===== src/sv/ilc_pkg.sv =====
// Shared types, constants and helper functions of the irrigation and light controller.
// Used by every module, interface and the checker of the block; depends on nothing.
package ilc_pkg;

  // Widths of the channel fields.
  localparam int MODE_W      = 2;
  localparam int LUX_W       = 16;
  localparam int SOIL_RAW_W  = 12;
  localparam int CMD_W       = 3;
  localparam int PCT_W       = 7;
  localparam int POS_W       = 8;
  localparam int FAULT_W     = 3;
  localparam int MRES_W      = 2;
  localparam int TIME_W      = 32;
  localparam int CFG_IDX_W   = 3;
  localparam int CFG_DATA_W  = 27;

  // Widths of the configuration registers.
  localparam int LTHR_W      = 16;
  localparam int MTHR_W      = 7;
  localparam int DUR_W       = 16;
  localparam int INTERVAL_W  = 27;
  localparam int COOLDOWN_W  = 22;

  // Reset values of the configuration registers.
  localparam logic [LTHR_W-1:0]     LIGHT_THRESHOLD_RST      = 16'd100;
  localparam logic [MTHR_W-1:0]     MOISTURE_THRESHOLD_RST   = 7'd30;
  localparam logic [DUR_W-1:0]      PUMP_DURATION_RST        = 16'd5000;
  localparam logic [INTERVAL_W-1:0] MOISTURE_INTERVAL_RST    = 27'd3600000;
  localparam logic [COOLDOWN_W-1:0] MANUAL_COOLDOWN_RST      = 22'd60000;

  // Fixed constants of the behavior.
  localparam int                SOIL_FULL_SCALE = 4095;
  localparam int                SOIL_SHIFT      = $clog2(SOIL_FULL_SCALE + 1);
  localparam int                PCT_SCALE       = 100;
  localparam logic [TIME_W-1:0] ANIM_PERIOD_MS  = 32'd200;
  localparam logic [FAULT_W-1:0] FAULT_MAX      = 3'd7;
  localparam logic [FAULT_W-1:0] FAULT_LIMIT    = 3'd5;
  localparam int                STRIP_LENGTH_DEF = 8;

  // Item kinds.
  typedef enum logic [MODE_W-1:0] {
    MODE_TICK    = 2'd0,
    MODE_SAMPLE  = 2'd1,
    MODE_COMMAND = 2'd2
  } mode_t;

  // Command codes.
  typedef enum logic [CMD_W-1:0] {
    CMD_PUMP_ON     = 3'd0,
    CMD_PUMP_OFF    = 3'd1,
    CMD_MANUAL      = 3'd2,
    CMD_LED_ON      = 3'd3,
    CMD_LED_OFF     = 3'd4,
    CMD_TOGGLE_AUTO = 3'd5
  } cmd_t;

  // Outcome of a manual moisture check.
  typedef enum logic [MRES_W-1:0] {
    MRES_NONE     = 2'd0,
    MRES_COOLDOWN = 2'd1,
    MRES_DRY      = 2'd2,
    MRES_OK       = 2'd3
  } mres_t;

  // Configuration register indexes.
  typedef enum logic [CFG_IDX_W-1:0] {
    REG_LIGHT_THRESHOLD    = 3'd0,
    REG_MOISTURE_THRESHOLD = 3'd1,
    REG_PUMP_DURATION      = 3'd2,
    REG_MOISTURE_INTERVAL  = 3'd3,
    REG_MANUAL_COOLDOWN    = 3'd4
  } reg_idx_t;

  // Configuration register set.
  typedef struct packed {
    logic [LTHR_W-1:0]     light_threshold;
    logic [MTHR_W-1:0]     moisture_threshold;
    logic [DUR_W-1:0]      pump_duration_ms;
    logic [INTERVAL_W-1:0] moisture_interval_ms;
    logic [COOLDOWN_W-1:0] manual_cooldown_ms;
  } cfg_t;

  // One input request.
  typedef struct packed {
    logic [MODE_W-1:0]     mode;
    logic [LUX_W-1:0]      light_lux;
    logic                  light_valid;
    logic [SOIL_RAW_W-1:0] soil_raw;
    logic                  climate_valid;
    logic [CMD_W-1:0]      command;
  } item_t;

  // One result.
  typedef struct packed {
    logic              pump_on;
    logic              led_enabled;
    logic              auto_enabled;
    logic              manual_override;
    logic [POS_W-1:0]  anim_position;
    logic              anim_clear;
    logic              anim_step;
    logic [PCT_W-1:0]  soil_percent;
    logic              sensor_fault;
    logic [MRES_W-1:0] manual_result;
  } result_t;

  // Control flags of the controller.
  typedef struct packed {
    logic led;
    logic manpump;
    logic pump;
    logic override;
    logic auto_en;
  } flags_t;

  // Soil percent = raw * 100 / 4095, truncated. Division by 2^12 - 1 uses
  // (x + (x >> 12) + 1) >> 12, exact for quotients well below 4096.
  function automatic logic [PCT_W-1:0] soil_to_percent(input logic [SOIL_RAW_W-1:0] raw);
    logic [SOIL_RAW_W+PCT_W-1:0] prod;
    logic [SOIL_RAW_W+PCT_W:0]   sum;
    prod = (SOIL_RAW_W+PCT_W)'(raw) * (SOIL_RAW_W+PCT_W)'(PCT_SCALE);
    sum  = (SOIL_RAW_W+PCT_W+1)'(prod) + (SOIL_RAW_W+PCT_W+1)'(prod >> SOIL_SHIFT)
         + (SOIL_RAW_W+PCT_W+1)'(1);
    return sum[SOIL_SHIFT+PCT_W-1:SOIL_SHIFT];
  endfunction

endpackage


===== src/sv/ilc_in_if.sv =====
// Input channel of the irrigation and light controller: valid/ready plus item fields.
// Depends on ilc_pkg for field widths.
interface ilc_in_if;
  logic                           valid;
  logic                           ready;
  logic [ilc_pkg::MODE_W-1:0]     mode;
  logic [ilc_pkg::LUX_W-1:0]      light_lux;
  logic                           light_valid;
  logic [ilc_pkg::SOIL_RAW_W-1:0] soil_raw;
  logic                           climate_valid;
  logic [ilc_pkg::CMD_W-1:0]      command;

  modport source (output valid, mode, light_lux, light_valid, soil_raw, climate_valid,
                  command, input ready);
  modport sink   (input valid, mode, light_lux, light_valid, soil_raw, climate_valid,
                  command, output ready);
endinterface


===== src/sv/ilc_out_if.sv =====
// Result channel of the irrigation and light controller: valid/ready plus result fields.
// Depends on ilc_pkg for field widths.
interface ilc_out_if;
  logic                       valid;
  logic                       ready;
  logic                       pump_on;
  logic                       led_enabled;
  logic                       auto_enabled;
  logic                       manual_override;
  logic [ilc_pkg::POS_W-1:0]  anim_position;
  logic                       anim_clear;
  logic                       anim_step;
  logic [ilc_pkg::PCT_W-1:0]  soil_percent;
  logic                       sensor_fault;
  logic [ilc_pkg::MRES_W-1:0] manual_result;

  modport source (output valid, pump_on, led_enabled, auto_enabled, manual_override,
                  anim_position, anim_clear, anim_step, soil_percent, sensor_fault,
                  manual_result, input ready);
  modport sink   (input valid, pump_on, led_enabled, auto_enabled, manual_override,
                  anim_position, anim_clear, anim_step, soil_percent, sensor_fault,
                  manual_result, output ready);
endinterface


===== src/sv/ilc_cfg_if.sv =====
// Configuration write channel of the irrigation and light controller.
// Depends on ilc_pkg for index and data widths.
interface ilc_cfg_if;
  logic                           valid;
  logic                           ready;
  logic [ilc_pkg::CFG_IDX_W-1:0]  index;
  logic [ilc_pkg::CFG_DATA_W-1:0] data;

  modport source (output valid, index, data, input ready);
  modport sink   (input valid, index, data, output ready);
endinterface


===== src/sv/irrigation_light_controller_unit.sv =====
// Top level of the irrigation and grow-light controller.
// Depends on ilc_pkg, the channel interfaces, ilc_cfg_regs and ilc_ctrl_core.
//
// Usage:
// The in_if channel carries requests: millisecond ticks, sensor samples and
// commands. Every request yields exactly one result on out_if, which shows
// the pump, light, mode and animation state after that request.
// The cfg_if channel writes the five configuration registers; it is always
// ready and should be written only while no request is in flight.
// A request is held in the input register and is processed when it moves
// into the result register, which makes its result valid. Throughput: one
// request per cycle while results are taken. An input register feeds the
// state update, and a result register holds its output, so a new request
// is accepted while the previous result waits on the receiver.
// When the receiver stalls, the result register holds and the input
// register fills; ready on in_if drops only when both are occupied.
// Reset (rst_n low, synchronous) clears both pipeline registers, restores
// the register defaults and sets the controller to auto mode with the pump
// and light off and the clock at zero.
module irrigation_light_controller_unit #(
  parameter int STRIP_LENGTH = ilc_pkg::STRIP_LENGTH_DEF
) (
  input  logic       clk,
  input  logic       rst_n,
  ilc_in_if.sink     in_if,
  ilc_out_if.source  out_if,
  ilc_cfg_if.sink    cfg_if
);

  ilc_pkg::cfg_t    cfg;
  ilc_pkg::item_t   in_item_r, in_item_nxt;
  logic             in_valid_r;
  ilc_pkg::result_t res;
  ilc_pkg::result_t out_res_r;
  logic             out_valid_r;
  logic             advance;
  logic             in_take;

  // Request moves to the result register when the output is free or draining.
  assign advance      = in_valid_r && (!out_valid_r || out_if.ready);
  assign in_if.ready  = !in_valid_r || advance;
  assign in_take      = in_if.valid && in_if.ready;

  assign in_item_nxt.mode          = in_if.mode;
  assign in_item_nxt.light_lux     = in_if.light_lux;
  assign in_item_nxt.light_valid   = in_if.light_valid;
  assign in_item_nxt.soil_raw      = in_if.soil_raw;
  assign in_item_nxt.climate_valid = in_if.climate_valid;
  assign in_item_nxt.command       = in_if.command;

  ilc_cfg_regs u_cfg_regs (
    .clk    (clk),
    .rst_n  (rst_n),
    .cfg_if (cfg_if),
    .cfg    (cfg)
  );

  ilc_ctrl_core #(
    .STRIP_LENGTH (STRIP_LENGTH)
  ) u_core (
    .clk   (clk),
    .rst_n (rst_n),
    .fire  (advance),
    .item  (in_item_r),
    .cfg   (cfg),
    .res   (res)
  );

  // Input register.
  always_ff @(posedge clk) begin
    if (!rst_n) begin
      in_valid_r <= 1'b0;
    end else if (in_if.ready) begin
      in_valid_r <= in_if.valid;
    end
  end

  always_ff @(posedge clk) begin
    if (in_take) begin
      in_item_r <= in_item_nxt;
    end
  end

  // Result register.
  always_ff @(posedge clk) begin
    if (!rst_n) begin
      out_valid_r <= 1'b0;
    end else if (advance) begin
      out_valid_r <= 1'b1;
    end else if (out_if.ready) begin
      out_valid_r <= 1'b0;
    end
  end

  always_ff @(posedge clk) begin
    if (advance) begin
      out_res_r <= res;
    end
  end

  assign out_if.valid           = out_valid_r;
  assign out_if.pump_on         = out_res_r.pump_on;
  assign out_if.led_enabled     = out_res_r.led_enabled;
  assign out_if.auto_enabled    = out_res_r.auto_enabled;
  assign out_if.manual_override = out_res_r.manual_override;
  assign out_if.anim_position   = out_res_r.anim_position;
  assign out_if.anim_clear      = out_res_r.anim_clear;
  assign out_if.anim_step       = out_res_r.anim_step;
  assign out_if.soil_percent    = out_res_r.soil_percent;
  assign out_if.sensor_fault    = out_res_r.sensor_fault;
  assign out_if.manual_result   = out_res_r.manual_result;

endmodule


===== src/sv/ilc_cfg_regs.sv =====
// Configuration register file of the irrigation and light controller.
// Depends on ilc_pkg and the ilc_cfg_if channel.
module ilc_cfg_regs (
  input  logic              clk,
  input  logic              rst_n,
  ilc_cfg_if.sink           cfg_if,
  output ilc_pkg::cfg_t     cfg
);

  ilc_pkg::cfg_t cfg_r;
  ilc_pkg::cfg_t cfg_nxt;
  logic          wr_en;

  // Writes are always taken.
  assign cfg_if.ready = 1'b1;
  assign wr_en        = cfg_if.valid;
  assign cfg          = cfg_r;

  // Decode the register index; other indexes are ignored.
  always_comb begin
    cfg_nxt = cfg_r;
    if (wr_en) begin
      unique case (cfg_if.index)
        ilc_pkg::REG_LIGHT_THRESHOLD:
          cfg_nxt.light_threshold = cfg_if.data[ilc_pkg::LTHR_W-1:0];
        ilc_pkg::REG_MOISTURE_THRESHOLD:
          cfg_nxt.moisture_threshold = cfg_if.data[ilc_pkg::MTHR_W-1:0];
        ilc_pkg::REG_PUMP_DURATION:
          cfg_nxt.pump_duration_ms = cfg_if.data[ilc_pkg::DUR_W-1:0];
        ilc_pkg::REG_MOISTURE_INTERVAL:
          cfg_nxt.moisture_interval_ms = cfg_if.data[ilc_pkg::INTERVAL_W-1:0];
        ilc_pkg::REG_MANUAL_COOLDOWN:
          cfg_nxt.manual_cooldown_ms = cfg_if.data[ilc_pkg::COOLDOWN_W-1:0];
        default: ;
      endcase
    end
  end

  // Register set with reset defaults.
  always_ff @(posedge clk) begin
    if (!rst_n) begin
      cfg_r.light_threshold      <= ilc_pkg::LIGHT_THRESHOLD_RST;
      cfg_r.moisture_threshold   <= ilc_pkg::MOISTURE_THRESHOLD_RST;
      cfg_r.pump_duration_ms     <= ilc_pkg::PUMP_DURATION_RST;
      cfg_r.moisture_interval_ms <= ilc_pkg::MOISTURE_INTERVAL_RST;
      cfg_r.manual_cooldown_ms   <= ilc_pkg::MANUAL_COOLDOWN_RST;
    end else begin
      cfg_r <= cfg_nxt;
    end
  end

endmodule


===== src/sv/ilc_ctrl_core.sv =====
// Controller state and the single-pass update for one request.
// Depends on ilc_pkg; instantiated by irrigation_light_controller_unit.
module ilc_ctrl_core #(
  parameter int STRIP_LENGTH = ilc_pkg::STRIP_LENGTH_DEF
) (
  input  logic               clk,
  input  logic               rst_n,
  input  logic               fire,
  input  ilc_pkg::item_t     item,
  input  ilc_pkg::cfg_t      cfg,
  output ilc_pkg::result_t   res
);

  localparam logic [ilc_pkg::POS_W-1:0] STRIP_END = ilc_pkg::POS_W'(STRIP_LENGTH);

  logic [ilc_pkg::TIME_W-1:0]  now_r, now_nxt;
  logic [ilc_pkg::TIME_W-1:0]  pump_start_r, pump_start_nxt;
  logic [ilc_pkg::TIME_W-1:0]  last_soil_r, last_soil_nxt;
  logic [ilc_pkg::TIME_W-1:0]  last_manual_r, last_manual_nxt;
  logic [ilc_pkg::TIME_W-1:0]  last_anim_r, last_anim_nxt;
  ilc_pkg::flags_t             flags_r, flags_nxt;
  logic [ilc_pkg::POS_W-1:0]   pos_r, pos_nxt;
  logic                        clearing_r, clearing_nxt;
  logic [ilc_pkg::FAULT_W-1:0] fault_r, fault_nxt;
  logic [ilc_pkg::LUX_W-1:0]   lux_r, lux_nxt;
  logic [ilc_pkg::PCT_W-1:0]   soil_r, soil_nxt;
  logic                        step;
  logic [ilc_pkg::MRES_W-1:0]  mres;

  // Next state for the request, in the order the controller applies it.
  always_comb begin : p_next
    logic [ilc_pkg::TIME_W-1:0] now_inc;
    logic [ilc_pkg::TIME_W-1:0] dur;
    logic                       low_lux;
    now_nxt         = now_r;
    pump_start_nxt  = pump_start_r;
    last_soil_nxt   = last_soil_r;
    last_manual_nxt = last_manual_r;
    last_anim_nxt   = last_anim_r;
    flags_nxt       = flags_r;
    pos_nxt         = pos_r;
    clearing_nxt    = clearing_r;
    fault_nxt       = fault_r;
    lux_nxt         = lux_r;
    soil_nxt        = soil_r;
    step            = 1'b0;
    mres            = ilc_pkg::MRES_NONE;
    now_inc         = now_r + ilc_pkg::TIME_W'(1);
    dur             = ilc_pkg::TIME_W'(cfg.pump_duration_ms);
    low_lux         = lux_r < cfg.light_threshold;

    if (fire) begin
      unique case (item.mode)
        ilc_pkg::MODE_TICK: begin
          now_nxt = now_inc;
          // A pump started by a manual check times out.
          if (flags_nxt.manpump && ((now_inc - pump_start_nxt) >= dur)) begin
            flags_nxt.pump    = 1'b0;
            flags_nxt.manpump = 1'b0;
          end
          // Automatic light control.
          if (flags_nxt.auto_en && !flags_nxt.override && (low_lux != flags_nxt.led)) begin
            flags_nxt.led = low_lux;
            pos_nxt       = '0;
            clearing_nxt  = 1'b0;
          end
          // Automatic moisture control: periodic check, then pump timeout.
          if (flags_nxt.auto_en && !flags_nxt.override && !flags_nxt.manpump) begin
            if (!flags_nxt.pump &&
                ((now_inc - last_soil_r) >= ilc_pkg::TIME_W'(cfg.moisture_interval_ms))) begin
              last_soil_nxt = now_inc;
              if (soil_r < cfg.moisture_threshold) begin
                flags_nxt.pump = 1'b1;
                pump_start_nxt = now_inc;
              end
            end
            if (flags_nxt.pump && ((now_inc - pump_start_nxt) >= dur)) begin
              flags_nxt.pump    = 1'b0;
              flags_nxt.manpump = 1'b0;
            end
          end
          // LED chase step every animation period.
          if (flags_nxt.led && ((now_inc - last_anim_r) >= ilc_pkg::ANIM_PERIOD_MS)) begin
            last_anim_nxt = now_inc;
            step          = 1'b1;
            if (!clearing_nxt) begin
              pos_nxt = pos_nxt + ilc_pkg::POS_W'(1);
              if (pos_nxt >= STRIP_END) begin
                clearing_nxt = 1'b1;
                pos_nxt      = '0;
              end
            end else begin
              clearing_nxt = 1'b0;
            end
          end
        end
        ilc_pkg::MODE_SAMPLE: begin
          if (item.light_valid) begin
            lux_nxt = item.light_lux;
          end
          // A failed climate read counts up and keeps the soil value.
          if (!item.climate_valid) begin
            if (fault_r < ilc_pkg::FAULT_MAX) begin
              fault_nxt = fault_r + ilc_pkg::FAULT_W'(1);
            end
          end else begin
            fault_nxt = '0;
            soil_nxt  = ilc_pkg::soil_to_percent(item.soil_raw);
          end
        end
        ilc_pkg::MODE_COMMAND: begin
          unique case (item.command)
            ilc_pkg::CMD_PUMP_ON: begin
              flags_nxt.pump     = 1'b1;
              pump_start_nxt     = now_r;
              flags_nxt.override = 1'b1;
            end
            ilc_pkg::CMD_PUMP_OFF: begin
              flags_nxt.pump     = 1'b0;
              flags_nxt.manpump  = 1'b0;
              flags_nxt.override = 1'b1;
            end
            ilc_pkg::CMD_MANUAL: begin
              if ((now_r - last_manual_r) < ilc_pkg::TIME_W'(cfg.manual_cooldown_ms)) begin
                mres = ilc_pkg::MRES_COOLDOWN;
              end else begin
                last_manual_nxt = now_r;
                if (soil_r < cfg.moisture_threshold) begin
                  flags_nxt.pump    = 1'b1;
                  flags_nxt.manpump = 1'b1;
                  pump_start_nxt    = now_r;
                  mres              = ilc_pkg::MRES_DRY;
                end else begin
                  mres = ilc_pkg::MRES_OK;
                end
              end
            end
            ilc_pkg::CMD_LED_ON: begin
              flags_nxt.led = 1'b1;
              pos_nxt       = '0;
              clearing_nxt  = 1'b0;
            end
            ilc_pkg::CMD_LED_OFF: begin
              flags_nxt.led = 1'b0;
              pos_nxt       = '0;
              clearing_nxt  = 1'b0;
            end
            ilc_pkg::CMD_TOGGLE_AUTO: begin
              flags_nxt.auto_en  = !flags_r.auto_en;
              flags_nxt.override = 1'b0;
            end
            default: ;
          endcase
        end
        default: ;
      endcase
    end
  end

  // Result fields reflect the state after the request.
  always_comb begin
    res.pump_on         = flags_nxt.pump;
    res.led_enabled     = flags_nxt.led;
    res.auto_enabled    = flags_nxt.auto_en;
    res.manual_override = flags_nxt.override;
    res.anim_position   = pos_nxt;
    res.anim_clear      = clearing_nxt;
    res.anim_step       = step;
    res.soil_percent    = soil_nxt;
    res.sensor_fault    = fault_nxt > ilc_pkg::FAULT_LIMIT;
    res.manual_result   = mres;
  end

  // State registers.
  always_ff @(posedge clk) begin
    if (!rst_n) begin
      now_r         <= '0;
      pump_start_r  <= '0;
      last_soil_r   <= '0;
      last_manual_r <= '0;
      last_anim_r   <= '0;
      flags_r       <= '{led: 1'b0, manpump: 1'b0, pump: 1'b0, override: 1'b0,
                         auto_en: 1'b1};
      pos_r         <= '0;
      clearing_r    <= 1'b0;
      fault_r       <= '0;
      lux_r         <= '0;
      soil_r        <= '0;
    end else begin
      now_r         <= now_nxt;
      pump_start_r  <= pump_start_nxt;
      last_soil_r   <= last_soil_nxt;
      last_manual_r <= last_manual_nxt;
      last_anim_r   <= last_anim_nxt;
      flags_r       <= flags_nxt;
      pos_r         <= pos_nxt;
      clearing_r    <= clearing_nxt;
      fault_r       <= fault_nxt;
      lux_r         <= lux_nxt;
      soil_r        <= soil_nxt;
    end
  end

endmodule


===== src/flat_wrapper.sv =====
// flat-port wrapper written by rule: the top's interface ports become plain ports
module irrigation_light_controller_unit_flat 
#(
  parameter int STRIP_LENGTH = ilc_pkg::STRIP_LENGTH_DEF
)
  (clk, rst_n, in_if_valid, in_if_mode, in_if_light_lux, in_if_light_valid, in_if_soil_raw, in_if_climate_valid, in_if_command, in_if_ready, out_if_valid, out_if_pump_on, out_if_led_enabled, out_if_auto_enabled, out_if_manual_override, out_if_anim_position, out_if_anim_clear, out_if_anim_step, out_if_soil_percent, out_if_sensor_fault, out_if_manual_result, out_if_ready, cfg_if_valid, cfg_if_index, cfg_if_data, cfg_if_ready);
  ilc_in_if in_if_i ();
  ilc_out_if out_if_i ();
  ilc_cfg_if cfg_if_i ();
  input  logic clk;
  input  logic rst_n;
  input wire logic [$bits(in_if_i.valid)-1:0] in_if_valid;
  input wire logic [$bits(in_if_i.mode)-1:0] in_if_mode;
  input wire logic [$bits(in_if_i.light_lux)-1:0] in_if_light_lux;
  input wire logic [$bits(in_if_i.light_valid)-1:0] in_if_light_valid;
  input wire logic [$bits(in_if_i.soil_raw)-1:0] in_if_soil_raw;
  input wire logic [$bits(in_if_i.climate_valid)-1:0] in_if_climate_valid;
  input wire logic [$bits(in_if_i.command)-1:0] in_if_command;
  output wire logic [$bits(in_if_i.ready)-1:0] in_if_ready;
  output wire logic [$bits(out_if_i.valid)-1:0] out_if_valid;
  output wire logic [$bits(out_if_i.pump_on)-1:0] out_if_pump_on;
  output wire logic [$bits(out_if_i.led_enabled)-1:0] out_if_led_enabled;
  output wire logic [$bits(out_if_i.auto_enabled)-1:0] out_if_auto_enabled;
  output wire logic [$bits(out_if_i.manual_override)-1:0] out_if_manual_override;
  output wire logic [$bits(out_if_i.anim_position)-1:0] out_if_anim_position;
  output wire logic [$bits(out_if_i.anim_clear)-1:0] out_if_anim_clear;
  output wire logic [$bits(out_if_i.anim_step)-1:0] out_if_anim_step;
  output wire logic [$bits(out_if_i.soil_percent)-1:0] out_if_soil_percent;
  output wire logic [$bits(out_if_i.sensor_fault)-1:0] out_if_sensor_fault;
  output wire logic [$bits(out_if_i.manual_result)-1:0] out_if_manual_result;
  input wire logic [$bits(out_if_i.ready)-1:0] out_if_ready;
  input wire logic [$bits(cfg_if_i.valid)-1:0] cfg_if_valid;
  input wire logic [$bits(cfg_if_i.index)-1:0] cfg_if_index;
  input wire logic [$bits(cfg_if_i.data)-1:0] cfg_if_data;
  output wire logic [$bits(cfg_if_i.ready)-1:0] cfg_if_ready;
  assign in_if_i.valid = in_if_valid;
  assign in_if_i.mode = in_if_mode;
  assign in_if_i.light_lux = in_if_light_lux;
  assign in_if_i.light_valid = in_if_light_valid;
  assign in_if_i.soil_raw = in_if_soil_raw;
  assign in_if_i.climate_valid = in_if_climate_valid;
  assign in_if_i.command = in_if_command;
  assign in_if_ready = in_if_i.ready;
  assign out_if_valid = out_if_i.valid;
  assign out_if_pump_on = out_if_i.pump_on;
  assign out_if_led_enabled = out_if_i.led_enabled;
  assign out_if_auto_enabled = out_if_i.auto_enabled;
  assign out_if_manual_override = out_if_i.manual_override;
  assign out_if_anim_position = out_if_i.anim_position;
  assign out_if_anim_clear = out_if_i.anim_clear;
  assign out_if_anim_step = out_if_i.anim_step;
  assign out_if_soil_percent = out_if_i.soil_percent;
  assign out_if_sensor_fault = out_if_i.sensor_fault;
  assign out_if_manual_result = out_if_i.manual_result;
  assign out_if_i.ready = out_if_ready;
  assign cfg_if_i.valid = cfg_if_valid;
  assign cfg_if_i.index = cfg_if_index;
  assign cfg_if_i.data = cfg_if_data;
  assign cfg_if_ready = cfg_if_i.ready;
  irrigation_light_controller_unit #(.STRIP_LENGTH(STRIP_LENGTH)) u_core (.clk(clk), .rst_n(rst_n), .in_if(in_if_i), .out_if(out_if_i), .cfg_if(cfg_if_i));
endmodule

===== config.mk =====
export PLATFORM = sky130hd
export DESIGN_NAME = irrigation_light_controller_unit_flat
export DESIGN_NICKNAME = d
export VERILOG_FILES = /design/src/sv/ilc_pkg.sv /design/src/sv/ilc_in_if.sv /design/src/sv/ilc_out_if.sv /design/src/sv/ilc_cfg_if.sv /design/src/sv/irrigation_light_controller_unit.sv /design/src/sv/ilc_cfg_regs.sv /design/src/sv/ilc_ctrl_core.sv /design/src/flat_wrapper.sv
export SDC_FILE = /design/constraint.sdc
export NUM_CORES = 1
export LEC_CHECK = 0
export BUFFER_PORTS_ARGS = -buffer_cell sky130_fd_sc_hd__buf_2
export CAP_MARGIN = 20
export CORE_MARGIN = 2
export CORE_UTILIZATION = 59
export CTS_BUF_LIST = sky130_fd_sc_hd__clkbuf_4 sky130_fd_sc_hd__clkbuf_8
export CTS_CLUSTER_SIZE = 25
export DETAILED_ROUTE_END_ITERATION = 10
export GPL_TIMING_DRIVEN = 0
export PLACE_DENSITY = 0.79
export SKIP_LAST_GASP = 1
export SYNTH_ARGS = -nofsm -noshare
export SYNTH_HDL_FRONTEND = slang
export SYNTH_SLANG_ARGS = --single-unit

===== constraint.sdc =====
create_clock -name clk -period 11.1 [get_ports clk]
set_input_delay 1.665 -clock clk [delete_from_list [all_inputs] [get_ports clk]]
set_output_delay 1.665 -clock clk [all_outputs]
set_load 0.005 [all_outputs]

==> flow_summary.json <==
{
  "status": "finished, final reports clean",
  "drive_gt1_frac": 0.1205,
  "finalSetupViolations": 0,
  "synth_warnings": 0,
  "vias_per_cell": 6.191,
  "slew_viol_final": 0,
  "place_congestion": 1.018,
  "cp_top_family": "compound AO/OA/AOI/OAI gates",
  "ant_nets": 0,
  "peakVddDrop_v": 0.0001459,
  "first_iter_violations": 2946,
  "fin_skew_ps": 41.64,
  "portBuffers": 94,
  "start_util": 0.5943,
  "postSynthRegisterBits": 349,
  "cts_hold_buf": 0,
  "cts_root_buf": "clkbuf_8",
  "synth_top_family_by_area": "compound AO/OA/AOI/OAI gates",
  "hold_path_class": "flop to flop",
  "ctsLongestPathBuffers": 3,
  "yosys.area.top_type": "dfxtp_1",
  "num_vias": 27235,
  "place_ws_ps": -3492,
  "drc": 0,
  "required_ps": 11650,
  "core_area_sq_um": 46260,
  "synth_cell_type_count": 98,
  "area_delta_synth_final_pct": 14.22,
  "die_x_um": 219.9,
  "syn-num-nets": 3915,
  "min_period_ps": 10850,
  "crit_top_cell": "and3_4",
  "end_kind": "flop",
  "synth_top_cell_area_share": 0.2112,
  "dp_hpwl_um": 70010,
  "first_pass_iters": 7,
  "drt-total-wl_um": 90410,
  "crit_path_start_kind": "flop",
  "r2r-start": "u_core.u_core.now_r[7]",
  "grt_max_degree": 36,
  "worstSkewPairLatency_ps": 680,
  "worstPathMaxFanout": 10,
  "yosys-top-cells-count": "nand2_1, nor2_1, a21oi_1",
  "worst_hold_slack_ps": 454.4,
  "power.leakage_uw": 0.01412,
  "clkSinkCount": 349,
  "fp.dieH_um": 219.9,
  "grt_overflow": 0,
  "ios": 97,
  "synth_edf_count": 59,
  "grtUsageTotal": 0.3628,
  "htree_levels": 2,
  "synthAdderAreaFrac": 0.1437,
  "antenna_found_initial": 2,
  "ys_dominant_reg_cell": "dfxtp_1",
  "slew_headroom": 0.2425,
  "worstHoldStart": "u_core.u_cfg_regs.cfg[24]",
  "holdPathStages": 2,
  "core.rowCount": 79,
  "die_area_sq_um": 48340,
  "synthArstFlopShare": 0,
  "wl_per_cell_um": 20.55,
  "clk_pin_slew_ps": 70,
  "path_buf_inv": 7,
  "clock.fmax_mhz": 92.20,
  "synth_xor_area_frac": 0.05766,
  "r2r_cells": 54,
  "worst_pin_slew_ps": 1108,
  "synthSimpleGateAreaFrac": 0.1945,
  "tritoncts": "yes",
  "cts_made_buffers": 59,
  "slowest_stage": "a2111oi_4",
  "syn-cell-area_sq_um": 27490,
  "num_antenna_cells": 0,
  "grt_pass1_vias": 25023,
  "synth.area.mux_share": 0.02744,
  "cap_violations": 0,
  "period_share": 0.9771,
  "nNetsFinal": 4127,
  "synth_most_common_cell": "nand2_1",
  "p_per_area_nw_per_um2": 108.9,
  "max_stage_delay_ps": 400,
  "synth_area_leaders": "dfxtp_1, ha_1, edfxtp_1",
  "ys_seq_area_frac": 0.2756,
  "worst_slack_ps": 253.6,
  "worstSetupPathType": "flop to flop",
  "holdPathEnd": "u_core.u_cfg_regs.cfg[24]",
  "grt_pass1_wl_um": 136200,
  "r2r_slack_ps": 250,
  "cp.arrival_ps": 11400,
  "r2r_end": "u_core.out_if.pump_on",
  "avgSynthCellArea_sq_um": 7.768,
  "synth_compound_area_frac": 0.2320,
  "synthesis.instances": 3539,
  "hold_viol": 0
}
metrics by stage:
stage                     power [uW]  instances  setup TNS [ps]  cell area (sq um)  utilization
after global routing            3560       4399          -65.24              31400       0.6788
after detailed placement        2135       4260           -6940              28900       0.6247
after CTS                       3389       4367               0              30710       0.6639
after global placement          2122       4240           -8231              28720       0.6209
after floorplan                 1930       3539               0              27490            -
final                           3420       4399               0              31400       0.6788
flip-flops by register name (all words and copies together), names as in the netlist, 8 cells and up, named ones only:
| register | cells |
|---|---|
| u_core.u_core.lux_r | 16 |
| u_core.out_if.anim_position | 8 |
| u_core.u_core.last_anim_r | 32 |
| u_core.u_core.last_manual_r | 32 |
| u_core.u_core.last_soil_r | 32 |
| u_core.in_item_r | 35 |
| u_core.u_core.now_r | 32 |
| u_core.u_cfg_regs.cfg | 88 |
| u_core.u_core.pump_start_r | 32 |
| u_core.u_core.pos_r | 8 |
layer usage:
layer	vias to the layer above	routed length (um)	track usage
li1	12940	-	-
met1	12732	36970	0.4685
met2	1289	39490	0.5748
met3	274	9287	0.07716
met4	0	4671	0.1776
met5	-	0	0
worst register-to-register path, delay by kind of cell (launching register included):
kind	cells	cell delay, ps
AOI/OAI and AO/OA	24	4810
and+or+nand+nor	16	2670
DFF	1	380
xor gates and xnor gates	3	540
buffers and inverters	7	1190
adders and majority gates	4	1130
cell usage in the layout (no fill, tap or decap), types with 23 or more instances in the layout:
cell type / Yosys / layout
a211oi_1: 91 / 86
a21o_1: 87 / 87
a21oi_1: 331 / 323
a31oi_1: 25 / 25
and2_1: 26 / 25
and3_1: 47 / 37
buf_2: 25 / 113
buf_4: 2 / 61
clkbuf_1: 142 / 124
clkbuf_4: 0 / 23
clkbuf_8: 0 / 73
dfxtp_1: 290 / 285
edfxtp_1: 59 / 59
ha_1: 295 / 280
inv_1: 310 / 307
mux2i_1: 72 / 72
nand2_1: 388 / 384
nand2b_1: 32 / 32
nand3_1: 111 / 105
nand4_1: 49 / 49
nor2_1: 346 / 342
nor2b_1: 40 / 40
nor3_1: 35 / 35
o211ai_1: 58 / 58
o21a_1: 34 / 31
o21ai_0: 127 / 122
o21bai_1: 31 / 31
o31ai_1: 32 / 32
xnor2_1: 101 / 90
xor2_1: 75 / 60
cell type report:
type | count | area, sq um
multi-input cells | 2698 | 18810
fillers | 3890 | 14860
flip-flops and latches | 349 | 7586
inverters | 311 | 1167
clock buffers | 92 | 1135
repair buffers | 164 | 1071
plain buffers | 168 | 759.5
well taps | 607 | 759.5
clock inverters | 10 | 116.4
how the worst max path moves through the flow:
stage                           startpoint                    end  slack (ps)  cells past startpoint
global route        u_core.u_core.now_r[7]  u_core.out_if.pump_on         -60                     51
floorplan           u_core.u_core.now_r[0]  u_core.out_if.pump_on         350                     59
global placement    u_core.u_core.now_r[0]  u_core.out_if.pump_on       -4140                     57
finish              u_core.u_core.now_r[7]  u_core.out_if.pump_on         250                     54
detailed placement  u_core.u_core.now_r[0]  u_core.out_if.pump_on       -3490                     58
CTS                 u_core.u_core.now_r[5]  u_core.out_if.pump_on           8                     54
cells by family after synthesis:
| family | count (synthesis) |
|---|---|
| other | 1 |
| AOI/OAI and AO/OA | 971 |
| and+or+nand+nor | 1163 |
| adders and majority gates | 310 |
| muxes | 75 |
| xor gates and xnor gates | 178 |
| buffers and inverters | 492 |
| DFF | 349 |
where the power goes:
| part | switching, uW | leakage, uW | internal (uW) |
|---|---|---|---|
| logic | 497 | 0.0105 | 333 |
| clock network | 558 | 0.000662 | 692 |
| registers | 18.8 | 0.00291 | 1320 |
| total | 1070 | 0.0141 | 2350 |
what timing repair did:
action | 4_1_cts | 5_1_grt
hold endpoints to repair | 0 | 0
pin swaps | 10 | 34
buffers inserted | 15 | 33
resized for setup | 107 | 90
setup endpoints to repair | 2 | 2
Note: power is estimated with default switching activity, not from simulation.
